$ cat config.mk
export PLATFORM = sky130hd
export DESIGN_NAME = array_priority_queue_core
export DESIGN_NICKNAME = d
export VERILOG_FILES = /design/src/design/apq_pkg.sv /design/src/design/apq_ram.sv /design/src/design/apq_scan.sv /design/src/design/array_priority_queue_core.sv
export SDC_FILE = /design/constraint.sdc
export NUM_CORES = 2
export LEC_CHECK = 0
export BUFFER_PORTS_ARGS = -buffer_cell sky130_fd_sc_hd__buf_2
export CORE_MARGIN = 2
export CORE_UTILIZATION = 45
export CTS_BUF_LIST = sky130_fd_sc_hd__clkbuf_4 sky130_fd_sc_hd__clkbuf_8
export CTS_CLUSTER_DIAMETER = 100
export DETAILED_ROUTE_END_ITERATION = 16
export SLEW_MARGIN = 20
export SYNTH_ARGS = -nofsm -noshare
export SYNTH_HDL_FRONTEND = slang
export SYNTH_SLANG_ARGS = --single-unit
$ cat constraint.sdc
create_clock -name clk -period 6 [get_ports clk]
set_clock_uncertainty 0.1 [all_clocks]
set_input_delay 0.9 -clock clk [delete_from_list [all_inputs] [get_ports clk]]
set_output_delay 0.9 -clock clk [all_outputs]
set_load 0.02 [all_outputs]
$ cat src/design/apq_pkg.sv
// Shared constants and types for the array priority queue.
// No dependencies; used by apq_scan and array_priority_queue_core.
package apq_pkg;

  localparam int DEPTH  = 64;
  localparam int ADDR_W = (DEPTH > 1) ? $clog2(DEPTH) : 1;
  localparam int CNT_W  = $clog2(DEPTH + 1);
  localparam int OCC_W  = 7;
  localparam int VAL_W  = 32;
  localparam int PRI_W  = 16;
  localparam int ENT_W  = VAL_W + PRI_W;

  localparam logic [1:0] KIND_INSERT = 2'd0;
  localparam logic [1:0] KIND_REMOVE = 2'd1;
  localparam logic [1:0] KIND_PEEK   = 2'd2;

  localparam logic [1:0] ST_OK        = 2'd0;
  localparam logic [1:0] ST_OVERFLOW  = 2'd1;
  localparam logic [1:0] ST_UNDERFLOW = 2'd2;

  // control from the sequencer to the max-scan unit
  typedef struct packed {
    logic vld;    // read data on the RAM output belongs to the scan
    logic first;  // entry 0: seeds the running maximum
  } scan_ctl_t;

  // running best entry
  typedef struct packed {
    logic [ADDR_W-1:0]       idx;
    logic signed [VAL_W-1:0] val;
    logic [PRI_W-1:0]        pri;
  } best_t;

endpackage

$ cat src/design/apq_ram.sv
// Generic simple dual-port RAM: one write port, one read port, registered read.
// No dependencies.
module apq_ram #(
  parameter int WIDTH = 8,
  parameter int DEPTH = 16
) (
  input  logic                     clk,
  input  logic                     wr_en,
  input  logic [$clog2(DEPTH)-1:0] wr_addr,
  input  logic [WIDTH-1:0]         wr_data,
  input  logic                     rd_en,
  input  logic [$clog2(DEPTH)-1:0] rd_addr,
  output logic [WIDTH-1:0]         rd_data
);

  logic [WIDTH-1:0] mem [DEPTH];

  always_ff @(posedge clk) begin
    if (wr_en) begin
      mem[wr_addr] <= wr_data;
    end
    if (rd_en) begin
      rd_data <= mem[rd_addr];
    end
  end

endmodule

$ cat src/design/apq_scan.sv
// Max-priority scan unit: keeps the earliest entry holding the largest priority.
// Depends on apq_pkg.
module apq_scan (
  input  logic                          clk,
  input  apq_pkg::scan_ctl_t            ctl,
  input  logic [apq_pkg::ADDR_W-1:0]    idx,
  input  logic [apq_pkg::ENT_W-1:0]     entry,
  output apq_pkg::best_t                best
);

  logic [apq_pkg::PRI_W-1:0] pri;

  assign pri = entry[apq_pkg::PRI_W-1:0];

  // strict compare keeps the earlier entry on a tie
  always_ff @(posedge clk) begin
    if (ctl.vld && (ctl.first || (pri > best.pri))) begin
      best.idx <= idx;
      best.val <= entry[apq_pkg::ENT_W-1:apq_pkg::PRI_W];
      best.pri <= pri;
    end
  end

endmodule

$ cat src/design/array_priority_queue_core.sv
// Top level of the array priority queue: sequencer, entry RAM and scan unit.
// Depends on apq_pkg, apq_ram and apq_scan.
//
// Usage
//   Command channel: a transfer happens at a rising edge with start high and
//   busy low; kind, value and priority_req are sampled there.
//   Result channel: done is high for exactly one cycle and qualifies status,
//   out_value, out_priority and occupancy. There is no back-pressure; the
//   result is registered, so the next command may be issued in the cycle
//   where done is high.
// Operation (N = entries held, b = index of the selected entry)
//   insert, overflow, underflow, unused kind: result in the cycle after the
//     transfer, busy never rises.
//   peek: the N entries are read once, one per cycle, through
//     the RAM's registered read port while the scan unit tracks the maximum.
//   remove: the same scan, then, when entries above b must be moved down,
//     a shift pass over them (one read and one write-back per cycle).
// Reset: rst (synchronous) empties the queue; the RAM is not cleared since
//   only entries below the count are ever read.
// Entries live in one RAM word each, {value, priority}.
module array_priority_queue_core (
  input  logic                              clk,
  input  logic                              rst,
  input  logic                              start,
  output logic                              busy,
  input  logic [1:0]                        kind,
  input  logic signed [apq_pkg::VAL_W-1:0]  value,
  input  logic [apq_pkg::PRI_W-1:0]         priority_req,
  output logic                              done,
  output logic [1:0]                        status,
  output logic signed [apq_pkg::VAL_W-1:0]  out_value,
  output logic [apq_pkg::PRI_W-1:0]         out_priority,
  output logic [apq_pkg::OCC_W-1:0]         occupancy
);

  typedef enum logic [1:0] {
    S_IDLE,
    S_SCAN,
    S_DECIDE,
    S_SHIFT
  } state_t;

  state_t                      state;
  logic [apq_pkg::CNT_W-1:0]   count;
  logic [1:0]                  kind_q;
  logic [apq_pkg::CNT_W-1:0]   issue_idx;
  logic                        data_vld;
  logic [apq_pkg::CNT_W-1:0]   data_idx;

  logic                        accept;
  logic [apq_pkg::CNT_W-1:0]   last_idx;
  logic                        last_data;
  logic [apq_pkg::CNT_W-1:0]   best_idx_w;

  logic                        wr_en;
  logic [apq_pkg::ADDR_W-1:0]  wr_addr;
  logic [apq_pkg::ENT_W-1:0]   wr_data;
  logic                        rd_en;
  logic [apq_pkg::ENT_W-1:0]   rd_data;

  apq_pkg::scan_ctl_t          scan_ctl;
  apq_pkg::best_t              best;

  assign busy       = (state != S_IDLE);
  assign accept     = start && !busy;
  assign last_idx   = count - apq_pkg::CNT_W'(1);
  assign last_data  = data_vld && (data_idx == last_idx);
  assign best_idx_w = apq_pkg::CNT_W'(best.idx);

  // reads stream out one per cycle while scanning or moving entries down
  assign rd_en = ((state == S_SCAN) || (state == S_SHIFT)) && (issue_idx < count);

  // write port: append on insert, or move the entry just read down one slot
  always_comb begin
    wr_en   = 1'b0;
    wr_addr = count[apq_pkg::ADDR_W-1:0];
    wr_data = {value, priority_req};
    if (state == S_SHIFT) begin
      wr_en   = data_vld;
      wr_addr = apq_pkg::ADDR_W'(data_idx - apq_pkg::CNT_W'(1));
      wr_data = rd_data;
    end else if (accept && (kind == apq_pkg::KIND_INSERT)) begin
      wr_en = (count != apq_pkg::CNT_W'(apq_pkg::DEPTH));
    end
  end

  assign scan_ctl.vld   = (state == S_SCAN) && data_vld;
  assign scan_ctl.first = (data_idx == '0);

  apq_ram #(
    .WIDTH (apq_pkg::ENT_W),
    .DEPTH (apq_pkg::DEPTH)
  ) u_ram (
    .clk     (clk),
    .wr_en   (wr_en),
    .wr_addr (wr_addr),
    .wr_data (wr_data),
    .rd_en   (rd_en),
    .rd_addr (issue_idx[apq_pkg::ADDR_W-1:0]),
    .rd_data (rd_data)
  );

  apq_scan u_scan (
    .clk   (clk),
    .ctl   (scan_ctl),
    .idx   (data_idx[apq_pkg::ADDR_W-1:0]),
    .entry (rd_data),
    .best  (best)
  );

  always_ff @(posedge clk) begin
    if (rst) begin
      state    <= S_IDLE;
      count    <= '0;
      done     <= 1'b0;
      data_vld <= 1'b0;
    end else begin
      done     <= 1'b0;
      data_vld <= rd_en;
      data_idx <= issue_idx;
      if (rd_en) begin
        issue_idx <= issue_idx + apq_pkg::CNT_W'(1);
      end
      unique case (state)
        S_IDLE: begin
          if (accept) begin
            kind_q       <= kind;
            out_value    <= '0;
            out_priority <= '0;
            occupancy    <= apq_pkg::OCC_W'(count);
            status       <= apq_pkg::ST_OK;
            unique case (kind)
              apq_pkg::KIND_INSERT: begin
                done <= 1'b1;
                if (count == apq_pkg::CNT_W'(apq_pkg::DEPTH)) begin
                  status <= apq_pkg::ST_OVERFLOW;
                end else begin
                  count     <= count + apq_pkg::CNT_W'(1);
                  occupancy <= apq_pkg::OCC_W'(count + apq_pkg::CNT_W'(1));
                end
              end
              apq_pkg::KIND_REMOVE, apq_pkg::KIND_PEEK: begin
                if (count == '0) begin
                  done   <= 1'b1;
                  status <= apq_pkg::ST_UNDERFLOW;
                end else begin
                  state     <= S_SCAN;
                  issue_idx <= '0;
                end
              end
              default: begin
                done <= 1'b1;
              end
            endcase
          end
        end
        S_SCAN: begin
          if (last_data) begin
            state <= S_DECIDE;
          end
        end
        S_DECIDE: begin
          // scan result is settled here
          out_value    <= best.val;
          out_priority <= best.pri;
          status       <= apq_pkg::ST_OK;
          if (kind_q == apq_pkg::KIND_PEEK) begin
            done      <= 1'b1;
            occupancy <= apq_pkg::OCC_W'(count);
            state     <= S_IDLE;
          end else if (best_idx_w == last_idx) begin
            // last entry selected: nothing to move
            done      <= 1'b1;
            count     <= last_idx;
            occupancy <= apq_pkg::OCC_W'(last_idx);
            state     <= S_IDLE;
          end else begin
            issue_idx <= best_idx_w + apq_pkg::CNT_W'(1);
            state     <= S_SHIFT;
          end
        end
        S_SHIFT: begin
          if (last_data) begin
            done      <= 1'b1;
            count     <= last_idx;
            occupancy <= apq_pkg::OCC_W'(last_idx);
            state     <= S_IDLE;
          end
        end
        default: begin
          state <= S_IDLE;
        end
      endcase
    end
  end

`ifndef SYNTH
  a_count_range: assert property (@(posedge clk) disable iff (rst)
    count <= apq_pkg::CNT_W'(apq_pkg::DEPTH))
    else $error("entry count above depth");

  a_done_cause: assert property (@(posedge clk) disable iff (rst)
    done |-> ($past(accept) || $past(busy)))
    else $error("result without a command in flight");

  a_underflow_empty: assert property (@(posedge clk) disable iff (rst)
    (done && (status == apq_pkg::ST_UNDERFLOW)) |-> (occupancy == '0))
    else $error("underflow reported with entries held");

  a_overflow_full: assert property (@(posedge clk) disable iff (rst)
    (done && (status == apq_pkg::ST_OVERFLOW)) |->
      (occupancy == apq_pkg::OCC_W'(apq_pkg::DEPTH)))
    else $error("overflow reported while not full");

  a_error_zero: assert property (@(posedge clk) disable iff (rst)
    (done && (status != apq_pkg::ST_OK)) |-> ((out_value == '0) && (out_priority == '0)))
    else $error("error result carries data");
`endif

endmodule

==> results.py <==
metrics = {
    "placed_design": {
        "dpl.hpwl_um": 191000,
        "portBuffers": 111,
        "gp_congestion": 0.869,
        "place_area_mm2": 0.132,
    },
    "power_and_ir_drop": {
        "internal-power_mw": 42.0,
        "clock_power_share_pct": 31.3,
        "swShare_pct": 28.7,
        "power_frac_seq_pct": 44.0,
        "ir_drop_v": 0.000246,
        "power_density_mw_per_mm2": 414,
        "switchingPower_mw": 16.9,
        "power_mw": 58.9,
        "p_leak_nw": 44.5,
        "p_comb_share_pct": 24.6,
    },
    "route": {
        "drc_errors": 0,
        "detail-route-antenna-nets": 0,
        "routedWlPerCell_um": 34.2,
        "vias_per_cell": 6.06,
        "drt_wl_total_um": 342000,
        "num_vias": 60528,
        "firstDrtPassIters": 6,
        "drtIter0Drc": 7506,
    },
    "floorplan": {
        "boundaryPins": 112,
        "die_x_um": 531,
        "die_height_um": 531,
        "initial_core_util_pct": 45.2,
        "die_area_mm2": 0.282,
        "rows": 193,
        "coreArea_mm2": 0.276,
    },
    "yosys": {
        "synthXorXnorAreaFrac_pct": 0.285,
        "ys_top_cells_by_area": "edfxtp_1, mux4_2, mux2_2",
        "yosysTopAreaCell": "edfxtp_1",
        "yosys_warnings": 0,
        "synth_edf_count": 3247,
        "synth_fa_ha_area_share_pct": 0.300,
        "yosys.area_share.simple_pct": 1.29,
        "ys_seq_area_share_pct": 78.1,
        "syn_inst": 5274,
        "ys_seq_elements": 3258,
        "syn_nets": 5357,
        "yosys-top-cells-count": "edfxtp_1, mux4_2, clkbuf_1, nor2_1, nand2_1",
        "yosys.cell_types.count": 57,
        "synth_top_family_by_area": "multiplexers",
        "synth_top_area_share_pct": 77.9,
        "avgSynthCellArea_um2": 23.7,
        "synth_ff_type": "edfxtp_1",
        "synth.most_common_cell": "edfxtp_1",
        "synth_compound_area_share_pct": 1.27,
        "synthMuxAreaShare_pct": 17.7,
        "ys_async_sr_fraction_pct": 0,
        "syn_area_mm2": 0.125,
    },
    "cts": {
        "tritoncts": "done",
        "cts.reportedPaths.clkPinSlew_ns": 0.06,
        "cts_sinks": 3258,
        "cts.path.max_buffers": 4,
        "cts_buffers": 530,
        "clock_latency_ns": 1.04,
        "htreeDepth": 6,
        "cts-root-buf": "clkbuf_8",
        "cts_resized": 0,
    },
    "worst_setup_path": {
        "reg2reg_depth": 9,
        "max_stage_delay_ns": 1.06,
        "path_cells": "inv_1 > ha_1 > nor3b_2 > nand2_1 > a32oi_1 > nor2_1 > nand2_1 > nor2_4 > buf_4",
        "timing.rr.end": "u_ram.mem[19][16]$_DFFE_PP_",
        "rrSetupSlack_ns": 1.22,
        "start_kind": "flop",
        "cp_num_buf_inv": 2,
        "cp_common_cell": "nand2_1",
        "path_class": "flop to flop",
        "critPathTopFamily": "simple AND/OR/NAND/NOR gates",
        "cp_slowest_cell": "nor2_4",
        "path_max_fanout": 14,
        "cp_data_required_time_ns": 6.59,
        "r2r-start": "count[0]$_SDFFE_PP0P_",
        "endpoint_kind": "flop",
        "arrival_ns": 5.36,
    },
    "hold_path": {
        "holdCritPathClass": "input pin to flop",
        "hold_depth": 2,
        "hold-path-endpoint": "data_vld$_SDFF_PP0_",
        "min_from": "rst",
    },
    "cells_and_area": {
        "fin_nets": 5967,
        "nFillCells": 21464,
        "final_util_pct": 51.4,
        "drive_above_1_share_pct": 35.4,
        "postLayoutCellArea_mm2": 0.142,
        "area_delta_synth_final_pct": 13.7,
    },
    "timing": {
        "grt_setup_unrepaired": "false",
        "max_freq_mhz": 209,
        "tightest_slew_ns": 1.17,
        "relSlewSlack_pct": 21.6,
        "fin_crit_sh_pct": 79.6,
        "slew_violations": 0,
        "layout_min_cycle_time_ns": 4.78,
        "setup_violations": 0,
        "hold_ws_ns": 0.149,
        "setup-tns-final_ns": 0,
        "finalHoldViolations": 0,
    },
    "flow_run": {
        "cap_violations": 0,
    },
    "grt": {
        "grt_max_degree": 99,
        "grt_usage_pct": 24.2,
        "antenna_found_initial": 14,
        "grt_remaining_overflow": 0,
        "grt_pass1_wl_um": 476000,
        "grt_pass1_vias": 61367,
    },
    "status": {
        "status": "completed",
    },
}
==> power by group through the flow <==
stage | logic [mW] | clock network [mW] | registers (mW)
after floorplan | 9.68 | 0 | 26.3
after global placement | 14.6 | 0 | 26.4
after detailed placement | 14.7 | 0 | 26.4
after CTS | 14.7 | 18.8 | 25.9
after global routing | 15.3 | 19.7 | 25.9
final | 14.5 | 18.4 | 25.9
==> logic make-up (layout without fill, tap and decap cells) <==
family / count (synthesis) / in the layout
compound gates: 242 / 242
xor+xnor: 36 / 36
fa+ha+maj: 30 / 30
buf+inv: 310 / 1303
flops: 3258 / 3258
mux: 1059 / 1059
other cells: 0 / 8
simple gates: 339 / 339
==> layout make-up <==
class / instances / area, um2 / area share (%)
Antenna cell: 8 / 20.0 / 0.0141
Clock buffer: 714 / 8760 / 6.16
Clock inverter: 201 / 1180 / 0.830
Inverter: 36 / 144 / 0.101
Multi-Input combinational cell: 1706 / 26700 / 18.8
Sequential cell: 3258 / 97700 / 68.7
Tap cell: 3705 / 4640 / 3.26
Timing Repair Buffer: 352 / 3100 / 2.18
==> how the worst max path moves through the flow <==
stage | startpoint | endpoint | slack (ns) | cells past startpoint
3_3_place_gp | count[0]$_SDFFE_PP0P_ | u_ram.mem[28][7]$_DFFE_PP_ | 1.43 | 9
2_1_floorplan | rst | out_priority[0]$_SDFFCE_PN0P_ | 0.81 | 2
5_1_grt | count[0]$_SDFFE_PP0P_ | u_ram.mem[28][7]$_DFFE_PP_ | 1.11 | 9
4_1_cts | count[0]$_SDFFE_PP0P_ | u_ram.mem[28][7]$_DFFE_PP_ | 1.38 | 9
6_report | count[0]$_SDFFE_PP0P_ | u_ram.mem[19][16]$_DFFE_PP_ | 1.22 | 9
3_5_place_dp | count[0]$_SDFFE_PP0P_ | u_ram.mem[28][7]$_DFFE_PP_ | 1.43 | 9
==> placed cells by master, fill, tap and decap left out, types with 10 or more instances in the layout <==
| cell type | Yosys | layout |
|---|---|---|
| o22ai_1 | 25 | 25 |
| mux2i_1 | 69 | 69 |
| mux2_2 | 73 | 56 |
| buf_2 | 95 | 111 |
| clkbuf_4 | 0 | 171 |
| a31oi_1 | 30 | 30 |
| nand3_1 | 16 | 16 |
| xnor2_1 | 23 | 23 |
| buf_4 | 3 | 178 |
| nor2_4 | 0 | 64 |
| clkbuf_8 | 0 | 543 |
| mux2_4 | 0 | 17 |
| nand2_1 | 97 | 96 |
| and2_1 | 36 | 36 |
| xor2_1 | 10 | 10 |
| a211oi_1 | 32 | 32 |
| nor2_1 | 114 | 50 |
| buf_12 | 0 | 57 |
| clkinv_1 | 1 | 118 |
| dfxtp_1 | 11 | 11 |
| o221ai_1 | 15 | 15 |
| o21ai_0 | 43 | 42 |
| nor2b_1 | 34 | 33 |
| inv_6 | 0 | 10 |
| inv_1 | 34 | 33 |
| mux4_2 | 917 | 917 |
| ha_1 | 30 | 30 |
| a21oi_1 | 48 | 48 |
| edfxtp_1 | 3247 | 3247 |
| clkinv_2 | 0 | 37 |
| a22o_1 | 12 | 12 |
| clkinvlp_4 | 0 | 24 |
==> registers in the layout, indices dropped and copies added (netlist names) <==
register / cells
data_idx: 7
issue_idx: 7
kind_q: 2
status: 2
state: 2
data_vld: 1
count: 7
u_scan.best: 54
u_ram.mem: 3072
out_priority: 16
u_ram.rd_data: 48
done: 1
out_value: 32
occupancy: 7
==> per-stage QoR <==
stage / worst slack (ns) / instances
2_1_floorplan: 0.808 / 5274
3_3_place_gp: 1.43 / 9052
3_5_place_dp: 1.43 / 9053
4_1_cts: 1.38 / 9970
5_1_grt: 1.11 / 9974
6_report: 1.22 / 9980
==> metal layers <==
| layer | GRT usage [%] | share of wire [%] |
|---|---|---|
| met2 | 38.6 | 48 |
| met5 | 0 | 0.0038 |
| met1 | 33.6 | 40 |
| met4 | 8.52 | 3.4 |
| met3 | 4.64 | 8.6 |
==> worst reg2reg max path, stage by stage, from the launching register on <==
cell	delay, ns
dfxtp_1	0.66
inv_1	0.17
ha_1	0.42
nor3b_2	0.29
nand2_1	0.16
a32oi_1	0.26
nor2_1	0.32
nand2_1	0.53
nor2_4	1.07
buf_4	0.43
==> what timing repair did <==
| item | CTS | global route |
|---|---|---|
| buffers inserted | 0 | 0 |
| hold buffers | 2 | 0 |
| endpoints found under the hold margin | 2 | 0 |
Power figures use the tool's default switching activity.
